## src/rtl/core/skc_pkg.sv

```systemverilog
// shared constants and command codes for the sorted knot insert interpolator
package skc_pkg;

    localparam int KNOT_DEPTH_DEF = 32;
    localparam int WAVE_BITS_DEF  = 24;
    localparam int VALUE_BITS_DEF = 32;
    localparam int QUEUE_DEPTH    = 2;

    localparam int CMD_BITS = 2;
    localparam logic [CMD_BITS-1:0] CMD_CLEAR  = 2'd0;
    localparam logic [CMD_BITS-1:0] CMD_APPEND = 2'd1;
    localparam logic [CMD_BITS-1:0] CMD_SAMPLE = 2'd2;

endpackage

```

## src/rtl/core/skc_fifo.sv

```systemverilog
// small first-in first-out queue with push/full and pop/empty sides
module skc_fifo #(
    parameter int WIDTH = 8,
    parameter int DEPTH = skc_pkg::QUEUE_DEPTH
) (
    input  logic             i_clk,
    input  logic             i_rst_n,
    input  logic             i_push,
    input  logic [WIDTH-1:0] i_data,
    output logic             o_full,
    input  logic             i_pop,
    output logic [WIDTH-1:0] o_data,
    output logic             o_empty
);

    localparam int AW = (DEPTH > 1) ? $clog2(DEPTH) : 1;
    localparam int CW = $clog2(DEPTH + 1);

    logic [WIDTH-1:0] r_mem [DEPTH];
    logic [AW-1:0]    r_wr;
    logic [AW-1:0]    r_rd;
    logic [CW-1:0]    r_cnt;
    logic             do_push;
    logic             do_pop;

    assign o_full  = (r_cnt == CW'(DEPTH));
    assign o_empty = (r_cnt == '0);
    assign do_push = i_push && !o_full;
    assign do_pop  = i_pop && !o_empty;
    assign o_data  = r_mem[r_rd];

    always_ff @(posedge i_clk) begin
        if (!i_rst_n) begin
            r_wr  <= '0;
            r_rd  <= '0;
            r_cnt <= '0;
        end else begin
            if (do_push) begin
                r_wr <= (r_wr == AW'(DEPTH - 1)) ? '0 : r_wr + 1'b1;
            end
            if (do_pop) begin
                r_rd <= (r_rd == AW'(DEPTH - 1)) ? '0 : r_rd + 1'b1;
            end
            r_cnt <= r_cnt + CW'(do_push) - CW'(do_pop);
        end
    end

    always_ff @(posedge i_clk) begin
        if (do_push) begin
            r_mem[r_wr] <= i_data;
        end
    end

endmodule

```

## src/rtl/core/skc_front.sv

```systemverilog
// input side: drops unused commands, masks the final flag and queues jobs
module skc_front #(
    parameter int WAVE_BITS  = skc_pkg::WAVE_BITS_DEF,
    parameter int VALUE_BITS = skc_pkg::VALUE_BITS_DEF,
    parameter int JOB_BITS   = skc_pkg::CMD_BITS + 1 + WAVE_BITS + VALUE_BITS
) (
    input  logic                          i_clk,
    input  logic                          i_rst_n,
    input  logic                          push,
    output logic                          full,
    input  logic [skc_pkg::CMD_BITS-1:0]  i_command,
    input  logic [WAVE_BITS-1:0]          i_wavelength,
    input  logic signed [VALUE_BITS-1:0]  i_sample_value,
    input  logic                          i_final_sample,
    input  logic                          i_job_pop,
    output logic [JOB_BITS-1:0]           o_job,
    output logic                          o_job_empty
);

    logic                keep;
    logic                fin;
    logic [JOB_BITS-1:0] job;

    // unused command codes are taken and dropped here
    assign keep = (i_command == skc_pkg::CMD_CLEAR) ||
                  (i_command == skc_pkg::CMD_APPEND) ||
                  (i_command == skc_pkg::CMD_SAMPLE);
    assign fin  = (i_command == skc_pkg::CMD_SAMPLE) && i_final_sample;
    assign job  = {i_command, fin, i_wavelength, i_sample_value};

    skc_fifo #(
        .WIDTH (JOB_BITS),
        .DEPTH (skc_pkg::QUEUE_DEPTH)
    ) u_job_q (
        .i_clk   (i_clk),
        .i_rst_n (i_rst_n),
        .i_push  (push && keep),
        .i_data  (job),
        .o_full  (full),
        .i_pop   (i_job_pop),
        .o_data  (o_job),
        .o_empty (o_job_empty)
    );

endmodule

```

## src/rtl/core/skc_muldiv.sv

```systemverilog
// bit-serial floor(mag * off / dx), one bit of mag per cycle, off < dx
module skc_muldiv #(
    parameter int WAVE_BITS  = skc_pkg::WAVE_BITS_DEF,
    parameter int VALUE_BITS = skc_pkg::VALUE_BITS_DEF
) (
    input  logic                 i_clk,
    input  logic                 i_rst_n,
    input  logic                 i_start,
    input  logic [VALUE_BITS:0]  i_mag,
    input  logic [WAVE_BITS-1:0] i_off,
    input  logic [WAVE_BITS-1:0] i_dx,
    output logic                 o_done,
    output logic [VALUE_BITS:0]  o_quot
);

    localparam int SW = $clog2(VALUE_BITS + 2);
    localparam int RW = WAVE_BITS + 2;

    logic                 r_busy;
    logic                 r_done;
    logic [SW-1:0]        r_step;
    logic [VALUE_BITS:0]  r_mag;
    logic [VALUE_BITS:0]  r_q;
    logic [WAVE_BITS-1:0] r_rem;
    logic [WAVE_BITS-1:0] r_off;
    logic [WAVE_BITS-1:0] r_dx;

    logic [RW-1:0]        sum;
    logic [RW-1:0]        dx1;
    logic [RW-1:0]        dx2;
    logic [RW-1:0]        n_rem;
    logic [1:0]           n_t;

    // 2*rem + bit*off stays below 3*dx, so the quotient digit is 0, 1 or 2
    always_comb begin
        dx1 = {2'b00, r_dx};
        dx2 = {1'b0, r_dx, 1'b0};
        sum = {1'b0, r_rem, 1'b0} + (r_mag[VALUE_BITS] ? {2'b00, r_off} : '0);
        if (sum >= dx2) begin
            n_rem = sum - dx2;
            n_t   = 2'd2;
        end else if (sum >= dx1) begin
            n_rem = sum - dx1;
            n_t   = 2'd1;
        end else begin
            n_rem = sum;
            n_t   = 2'd0;
        end
    end

    always_ff @(posedge i_clk) begin
        if (!i_rst_n) begin
            r_busy <= 1'b0;
            r_done <= 1'b0;
            r_step <= '0;
        end else begin
            r_done <= 1'b0;
            if (i_start) begin
                r_busy <= 1'b1;
                r_step <= '0;
            end else if (r_busy) begin
                if (r_step == SW'(VALUE_BITS)) begin
                    r_busy <= 1'b0;
                    r_done <= 1'b1;
                end else begin
                    r_step <= r_step + 1'b1;
                end
            end
        end
    end

    always_ff @(posedge i_clk) begin
        if (i_start) begin
            r_mag <= i_mag;
            r_off <= i_off;
            r_dx  <= i_dx;
            r_q   <= '0;
            r_rem <= '0;
        end else if (r_busy) begin
            r_mag <= {r_mag[VALUE_BITS-1:0], 1'b0};
            r_q   <= {r_q[VALUE_BITS-1:0], 1'b0} + (VALUE_BITS + 1)'(n_t);
            r_rem <= n_rem[WAVE_BITS-1:0];
        end
    end

    assign o_done = r_done;
    assign o_quot = r_q;

endmodule

```

## src/rtl/core/skc_back.sv

```systemverilog
// execution side: knot store, spectrum position and the merge sequencer
module skc_back #(
    parameter int KNOT_DEPTH = skc_pkg::KNOT_DEPTH_DEF,
    parameter int WAVE_BITS  = skc_pkg::WAVE_BITS_DEF,
    parameter int VALUE_BITS = skc_pkg::VALUE_BITS_DEF,
    parameter int JOB_BITS   = skc_pkg::CMD_BITS + 1 + WAVE_BITS + VALUE_BITS,
    parameter int RES_BITS   = WAVE_BITS + VALUE_BITS + 3
) (
    input  logic                 i_clk,
    input  logic                 i_rst_n,
    input  logic [JOB_BITS-1:0]  i_job,
    input  logic                 i_job_empty,
    output logic                 o_job_pop,
    output logic                 o_div_start,
    output logic [VALUE_BITS:0]  o_div_mag,
    output logic [WAVE_BITS-1:0] o_div_off,
    output logic [WAVE_BITS-1:0] o_div_dx,
    input  logic                 i_div_done,
    input  logic [VALUE_BITS:0]  i_div_quot,
    output logic                 o_res_push,
    output logic [RES_BITS-1:0]  o_res_data,
    input  logic                 i_res_full
);

    localparam int IW = (KNOT_DEPTH > 1) ? $clog2(KNOT_DEPTH) : 1;
    localparam int CW = $clog2(KNOT_DEPTH + 1);

    localparam logic [2:0] ST_IDLE  = 3'd0;
    localparam logic [2:0] ST_SCAN  = 3'd1;
    localparam logic [2:0] ST_CHK   = 3'd2;
    localparam logic [2:0] ST_DIV   = 3'd3;
    localparam logic [2:0] ST_PUSHK = 3'd4;
    localparam logic [2:0] ST_EMIT  = 3'd5;

    logic [2:0]                    r_state;
    logic [CW-1:0]                 r_cnt;
    logic [CW-1:0]                 r_ptr;
    logic                          r_have_prev;
    logic [WAVE_BITS-1:0]          r_prev_w;
    logic [VALUE_BITS-1:0]         r_prev_y;
    logic [WAVE_BITS-1:0]          r_w;
    logic [VALUE_BITS-1:0]         r_y;
    logic                          r_fin;
    logic [WAVE_BITS-1:0]          r_knot;
    logic [WAVE_BITS-1:0]          r_kw;
    logic                          r_neg;
    logic [VALUE_BITS-1:0]         r_ival;
    logic [WAVE_BITS-1:0]          r_mem [KNOT_DEPTH];

    logic [skc_pkg::CMD_BITS-1:0]  job_kind;
    logic                          job_fin;
    logic [WAVE_BITS-1:0]          job_wave;
    logic [VALUE_BITS-1:0]         job_value;
    logic                          take;
    logic                          mem_we;
    logic                          emit_knot;
    logic signed [VALUE_BITS:0]    dy;
    logic [VALUE_BITS:0]           prev_ext;
    logic [VALUE_BITS:0]           ival;

    assign job_kind  = i_job[JOB_BITS-1 -: skc_pkg::CMD_BITS];
    assign job_fin   = i_job[WAVE_BITS + VALUE_BITS];
    assign job_wave  = i_job[VALUE_BITS +: WAVE_BITS];
    assign job_value = i_job[VALUE_BITS-1:0];

    assign take      = (r_state == ST_IDLE) && !i_job_empty;
    assign o_job_pop = take;
    assign mem_we    = take && (job_kind == skc_pkg::CMD_APPEND) &&
                       (r_cnt < CW'(KNOT_DEPTH));

    // knot strictly inside the open interval between the two samples
    assign emit_knot = r_have_prev && (r_knot > r_prev_w) && (r_knot < r_w);

    assign dy        = $signed({r_y[VALUE_BITS-1], r_y}) -
                       $signed({r_prev_y[VALUE_BITS-1], r_prev_y});
    assign o_div_mag = dy[VALUE_BITS] ? (VALUE_BITS + 1)'(-dy) : dy;
    assign o_div_off = r_knot - r_prev_w;
    assign o_div_dx  = r_w - r_prev_w;
    assign o_div_start = (r_state == ST_CHK) && (r_knot <= r_w) && emit_knot;

    assign prev_ext  = {r_prev_y[VALUE_BITS-1], r_prev_y};
    assign ival      = r_neg ? prev_ext - i_div_quot : prev_ext + i_div_quot;

    always_comb begin
        o_res_push = 1'b0;
        o_res_data = {r_w, r_y, 1'b0, 1'b1, r_fin};
        unique case (r_state)
            ST_PUSHK: begin
                o_res_push = !i_res_full;
                o_res_data = {r_kw, r_ival, 1'b1, 1'b0, 1'b0};
            end
            ST_EMIT: begin
                o_res_push = !i_res_full;
            end
            default: begin
                o_res_push = 1'b0;
            end
        endcase
    end

    always_ff @(posedge i_clk) begin
        if (!i_rst_n) begin
            r_state     <= ST_IDLE;
            r_cnt       <= '0;
            r_ptr       <= '0;
            r_have_prev <= 1'b0;
            r_prev_w    <= '0;
            r_prev_y    <= '0;
        end else begin
            unique case (r_state)
                ST_IDLE: begin
                    if (take) begin
                        priority if (job_kind == skc_pkg::CMD_CLEAR) begin
                            r_cnt <= '0;
                            r_ptr <= '0;
                        end else if (job_kind == skc_pkg::CMD_APPEND) begin
                            if (mem_we) begin
                                r_cnt <= r_cnt + 1'b1;
                            end
                        end else begin
                            r_state <= ST_SCAN;
                        end
                    end
                end
                ST_SCAN: begin
                    r_state <= (r_ptr < r_cnt) ? ST_CHK : ST_EMIT;
                end
                ST_CHK: begin
                    if (r_knot > r_w) begin
                        r_state <= ST_EMIT;
                    end else begin
                        r_ptr   <= r_ptr + 1'b1;
                        r_state <= emit_knot ? ST_DIV : ST_SCAN;
                    end
                end
                ST_DIV: begin
                    if (i_div_done) begin
                        r_state <= ST_PUSHK;
                    end
                end
                ST_PUSHK: begin
                    if (!i_res_full) begin
                        r_state <= ST_SCAN;
                    end
                end
                ST_EMIT: begin
                    if (!i_res_full) begin
                        if (r_fin) begin
                            r_ptr       <= '0;
                            r_have_prev <= 1'b0;
                        end else begin
                            r_prev_w    <= r_w;
                            r_prev_y    <= r_y;
                            r_have_prev <= 1'b1;
                        end
                        r_state <= ST_IDLE;
                    end
                end
                default: begin
                    r_state <= ST_IDLE;
                end
            endcase
        end
    end

    // payload registers
    always_ff @(posedge i_clk) begin
        if (take) begin
            r_w   <= job_wave;
            r_y   <= job_value;
            r_fin <= job_fin;
        end
        if (o_div_start) begin
            r_kw  <= r_knot;
            r_neg <= dy[VALUE_BITS];
        end
        if ((r_state == ST_DIV) && i_div_done) begin
            r_ival <= ival[VALUE_BITS-1:0];
        end
    end

    // knot store, registered read at the scan pointer
    always_ff @(posedge i_clk) begin
        if (mem_we) begin
            r_mem[r_cnt[IW-1:0]] <= job_wave;
        end
        if (r_ptr < r_cnt) begin
            r_knot <= r_mem[r_ptr[IW-1:0]];
        end
    end

endmodule

```

## src/rtl/core/sorted_knot_insert_interpolator.sv

```systemverilog
// a sample with no knot left to scan goes from idle through scan to emit and the result side
// inserted knots go through check, divide and push; divide waits for the multiply-divide unit
// a passed knot goes through scan and check; a larger one ends the scan; clear/append in idle
// reset is synchronous: clears both queues, knot count, pointer and spectrum position
// the knot store itself is not cleared; only entries below the count are ever read
module sorted_knot_insert_interpolator #(
    parameter int KNOT_DEPTH = skc_pkg::KNOT_DEPTH_DEF,
    parameter int WAVE_BITS  = skc_pkg::WAVE_BITS_DEF,
    parameter int VALUE_BITS = skc_pkg::VALUE_BITS_DEF
) (
    input  logic                          i_clk,
    input  logic                          i_rst_n,
    input  logic                          push,
    output logic                          full,
    input  logic [skc_pkg::CMD_BITS-1:0]  i_command,
    input  logic [WAVE_BITS-1:0]          i_wavelength,
    input  logic signed [VALUE_BITS-1:0]  i_sample_value,
    input  logic                          i_final_sample,
    output logic                          empty,
    input  logic                          pop,
    output logic [WAVE_BITS-1:0]          o_out_wavelength,
    output logic signed [VALUE_BITS-1:0]  o_out_value,
    output logic                          o_inserted,
    output logic                          o_run_last,
    output logic                          o_spectrum_end
);

    localparam int JOB_BITS = skc_pkg::CMD_BITS + 1 + WAVE_BITS + VALUE_BITS;
    localparam int RES_BITS = WAVE_BITS + VALUE_BITS + 3;

    logic [JOB_BITS-1:0]  job;
    logic                 job_empty;
    logic                 job_pop;
    logic                 div_start;
    logic [VALUE_BITS:0]  div_mag;
    logic [WAVE_BITS-1:0] div_off;
    logic [WAVE_BITS-1:0] div_dx;
    logic                 div_done;
    logic [VALUE_BITS:0]  div_quot;
    logic                 res_push;
    logic [RES_BITS-1:0]  res_in;
    logic                 res_full;
    logic [RES_BITS-1:0]  res_out;

    skc_front #(
        .WAVE_BITS  (WAVE_BITS),
        .VALUE_BITS (VALUE_BITS),
        .JOB_BITS   (JOB_BITS)
    ) u_front (
        .i_clk          (i_clk),
        .i_rst_n        (i_rst_n),
        .push           (push),
        .full           (full),
        .i_command      (i_command),
        .i_wavelength   (i_wavelength),
        .i_sample_value (i_sample_value),
        .i_final_sample (i_final_sample),
        .i_job_pop      (job_pop),
        .o_job          (job),
        .o_job_empty    (job_empty)
    );

    skc_back #(
        .KNOT_DEPTH (KNOT_DEPTH),
        .WAVE_BITS  (WAVE_BITS),
        .VALUE_BITS (VALUE_BITS),
        .JOB_BITS   (JOB_BITS),
        .RES_BITS   (RES_BITS)
    ) u_back (
        .i_clk       (i_clk),
        .i_rst_n     (i_rst_n),
        .i_job       (job),
        .i_job_empty (job_empty),
        .o_job_pop   (job_pop),
        .o_div_start (div_start),
        .o_div_mag   (div_mag),
        .o_div_off   (div_off),
        .o_div_dx    (div_dx),
        .i_div_done  (div_done),
        .i_div_quot  (div_quot),
        .o_res_push  (res_push),
        .o_res_data  (res_in),
        .i_res_full  (res_full)
    );

    skc_muldiv #(
        .WAVE_BITS  (WAVE_BITS),
        .VALUE_BITS (VALUE_BITS)
    ) u_muldiv (
        .i_clk   (i_clk),
        .i_rst_n (i_rst_n),
        .i_start (div_start),
        .i_mag   (div_mag),
        .i_off   (div_off),
        .i_dx    (div_dx),
        .o_done  (div_done),
        .o_quot  (div_quot)
    );

    skc_fifo #(
        .WIDTH (RES_BITS),
        .DEPTH (skc_pkg::QUEUE_DEPTH)
    ) u_res_q (
        .i_clk   (i_clk),
        .i_rst_n (i_rst_n),
        .i_push  (res_push),
        .i_data  (res_in),
        .o_full  (res_full),
        .i_pop   (pop),
        .o_data  (res_out),
        .o_empty (empty)
    );

    assign o_out_wavelength = res_out[RES_BITS-1 -: WAVE_BITS];
    assign o_out_value      = res_out[3 +: VALUE_BITS];
    assign o_inserted       = res_out[2];
    assign o_run_last       = res_out[1];
    assign o_spectrum_end   = res_out[0];

`ifndef SYNTHESIS
    a_res_push_room: assert property (@(posedge i_clk) disable iff (!i_rst_n)
        res_push |-> !res_full)
        else $error("result written into a full queue");

    a_job_pop_valid: assert property (@(posedge i_clk) disable iff (!i_rst_n)
        job_pop |-> !job_empty)
        else $error("job taken from an empty queue");

    a_div_no_overlap: assert property (@(posedge i_clk) disable iff (!i_rst_n)
        div_start |=> !div_start && !div_done)
        else $error("divider restarted or finished too early");

    a_done_no_push: assert property (@(posedge i_clk) disable iff (!i_rst_n)
        div_done |-> !res_push && !div_start)
        else $error("divider result overlaps a result transfer");
`endif

endmodule

```

## config.mk

```make
export PLATFORM = sky130hd
export DESIGN_NAME = sorted_knot_insert_interpolator
export DESIGN_NICKNAME = d
export VERILOG_FILES = /design/src/rtl/core/skc_pkg.sv /design/src/rtl/core/skc_fifo.sv /design/src/rtl/core/skc_front.sv /design/src/rtl/core/skc_muldiv.sv /design/src/rtl/core/skc_back.sv /design/src/rtl/core/sorted_knot_insert_interpolator.sv
export SDC_FILE = /design/constraint.sdc
export NUM_CORES = 2
export LEC_CHECK = 0
export ABC_CLOCK_PERIOD_IN_PS = 10360
export CORE_AREA = 3 3 337 339
export CTS_BUF_LIST = sky130_fd_sc_hd__clkbuf_4
export DETAILED_ROUTE_END_ITERATION = 7
export DIE_AREA = 0 0 340 342
export DONT_BUFFER_PORTS = 1
export PLACE_DENSITY = 0.75
export SYNTH_ARGS = -nofsm -noshare
export SYNTH_HDL_FRONTEND = slang
export SYNTH_HIERARCHICAL = 1
export SYNTH_SLANG_ARGS = --single-unit
```

## constraint.sdc

```tcl
create_clock -name i_clk -period 10.36 [get_ports i_clk]
set_input_delay 0.518 -clock i_clk [delete_from_list [all_inputs] [get_ports i_clk]]
set_output_delay 0.518 -clock i_clk [all_outputs]
set_load 0.1 [all_outputs]
```

==> results.cfg <==
[critical_path]
r2r_start = u_muldiv/r_mag[32]$_DFFE_PP_
critical_path.max_fanout = 25
cp-end-kind = flip-flop
critPathTopFamily = simple AND/OR/NAND/NOR gates
critPathRequiredTime_ns = 11.50
crit_arrival_ns = 7.44
cp-start-kind = flip-flop
path_class = flip-flop to flip-flop
crit_start = u_muldiv/r_mag[32]$_DFFE_PP_
cp.buffers_inverters = 3
cp_slowest_stage_delay_ns = 0.42
cpMaxStageDelayCell = fa_1
r2r_slack_ns = 4.06
cpMostUsedCell = ha_1

[sta]
rsz0062_at_grt = false
hold_viol_final = 0
max_slew_margin_pct = 13.3
layout_worst_path_cycle_share_pct = 60.8
fin_setup_tns_ns = 0
fin_crit_ns = 6.30
final-setup-viol-count = 0
max_freq_mhz = 159
final_max_slew_viol_count = 0
worst_pin_slew_ns = 1.30
skew_ns = 0.107
worst_slack_ns = 4.06

[floorplan]
die_w_um = 340
fp.dieH_um = 342
rows = 122
coreArea_um2 = 111000
start_util_pct = 56.9
pin_count = 124
dieArea_um2 = 116000

[route]
vias_per_cell = 6.08
routed_wirelength_mm = 156
drtAntennaViolNets = 0
num_vias = 38404
dr.first_iter.drc_count = 3749
drt_pass1_iterations = 6
post_drt_wl_per_cell_um = 24.7
drc = 0

[layout]
layout_commonest_cell = edfxtp_1
drive_above_1_share_pct = 23.6
area.growth.synth_to_final_pct = 11.8
fillerInstances = 7922
layout_common_cells = edfxtp_1, clkbuf_4, nand2_1
finish.instance_area_um2 = 70300
postLayoutCoreUtil_pct = 63.6
fin_nets = 4881

[yosys]
mappedNetlistArea_um2 = 62900
synth_cells = 4217
syn_area_per_cell_um2 = 14.9
syn_nets = 4513
ys_warn_count = 6

[cts]
clk_latency_ns = 1.28
cts_setup_buffers = 0
ctsHtreeMaxLevel = 5
cts_buffers = 356
ctsHoldBuffers = 118
cts_tree = done
cts-resized-gates = 0
root_buffer = clkbuf_4
numClockSinks = 1369
clock_path_buffers = 4
path_clk_slew_ns = 0.07

[grt]
antenna_found_initial = 10
grt_pass1_vias = 37927
grt_max_degree = 149
grt_overflow = 0
grtUsageTotal_pct = 26.8
grt_pass1_wl_mm = 234

[flow_run]
cap_violations = 0

[min_path]
min_from = i_wavelength[1]
hp-class = primary input to flip-flop

[power]
total_leakage_power_nw = 23.9
power.density_nw_per_um2 = 209
report.power.total_mw = 14.7
vdd_drop_max_mv = 0.110

[place]
dp_slack_ns = 4.07
hpwlAfterDp_mm = 94.4
portBuffers = 0
post_dp_cell_area_um2 = 64800
gp_congestion = 0.919

[status]
outcome = finished clean
-- metal layers --
layer	vias up	part of all wire [%]	track usage, %
met5	-	0.0083	0
met4	2	3.3	10.3
met3	312	7.9	5.10
met2	1664	48	42.9
met1	19233	41	36.9
li1	17193	-	-
-- report_power, final --
part | internal, mW | switching, mW | total (mW)
sequential | 6.65 | 0.227 | 6.88
combinational | 1.01 | 2.29 | 3.30
clock | 2.41 | 2.12 | 4.54
total | 10.1 | 4.64 | 14.7
-- final cells by class --
class                   instances  area, um^2  share of cell area [%]
well taps                    1488        1860                    2.65
clock buffers                 524        3930                    5.59
inverters                     197         739                    1.05
multi-input cells            2501       22200                    31.5
repair buffers                160        1540                    2.19
flip-flops and latches       1369       39700                    56.4
diodes                         18        45.0                  0.0640
clock inverters                62         373                   0.530
-- worst paths after layout --
path                                             to  cells after the start
max                u_muldiv/o_quot[29]$_SDFFE_PP0P_                     27
max reg2reg        u_muldiv/o_quot[29]$_SDFFE_PP0P_                     27
min reg2reg         u_back/r_prev_w[5]$_SDFFE_PN0P_                      2
min          u_front/u_job_q/r_mem[1][33]$_DFFE_PP_                      1
-- metrics by stage --
| stage | std cells | hold WS, ns |
|---|---|---|
| 6_report | 6319 | 0.121 |
| 4_1_cts | 6301 | 0.00379 |
| 5_1_grt | 6309 | -0.00902 |
| 2_1_floorplan | 4217 | 0.426 |
| 3_3_place_gp | 5597 | 0.450 |
| 3_5_place_dp | 5597 | 0.456 |
-- registers in the layout (all words and copies together) (netlist names), 32 cells and up, named ones only --
register	cells
u_back/r_mem	768
u_front/u_job_q/r_mem	118
u_res_q/r_mem	118
u_muldiv/r_mag	33
u_back/r_ival	32
u_back/r_prev_y	32
u_back/r_y	32
u_muldiv/o_quot	32
-- worst register-to-register path: cells and delay by family, from the launching register on --
kind | cells | cell delay, ns
compound gates | 8 | 1.54
buf+inv | 3 | 0.59
fa+ha+maj | 5 | 1.44
xor+xnor | 1 | 0.17
simple gates | 10 | 2.18
flops | 1 | 0.32
Note: power is estimated with default switching activity, not from simulation.
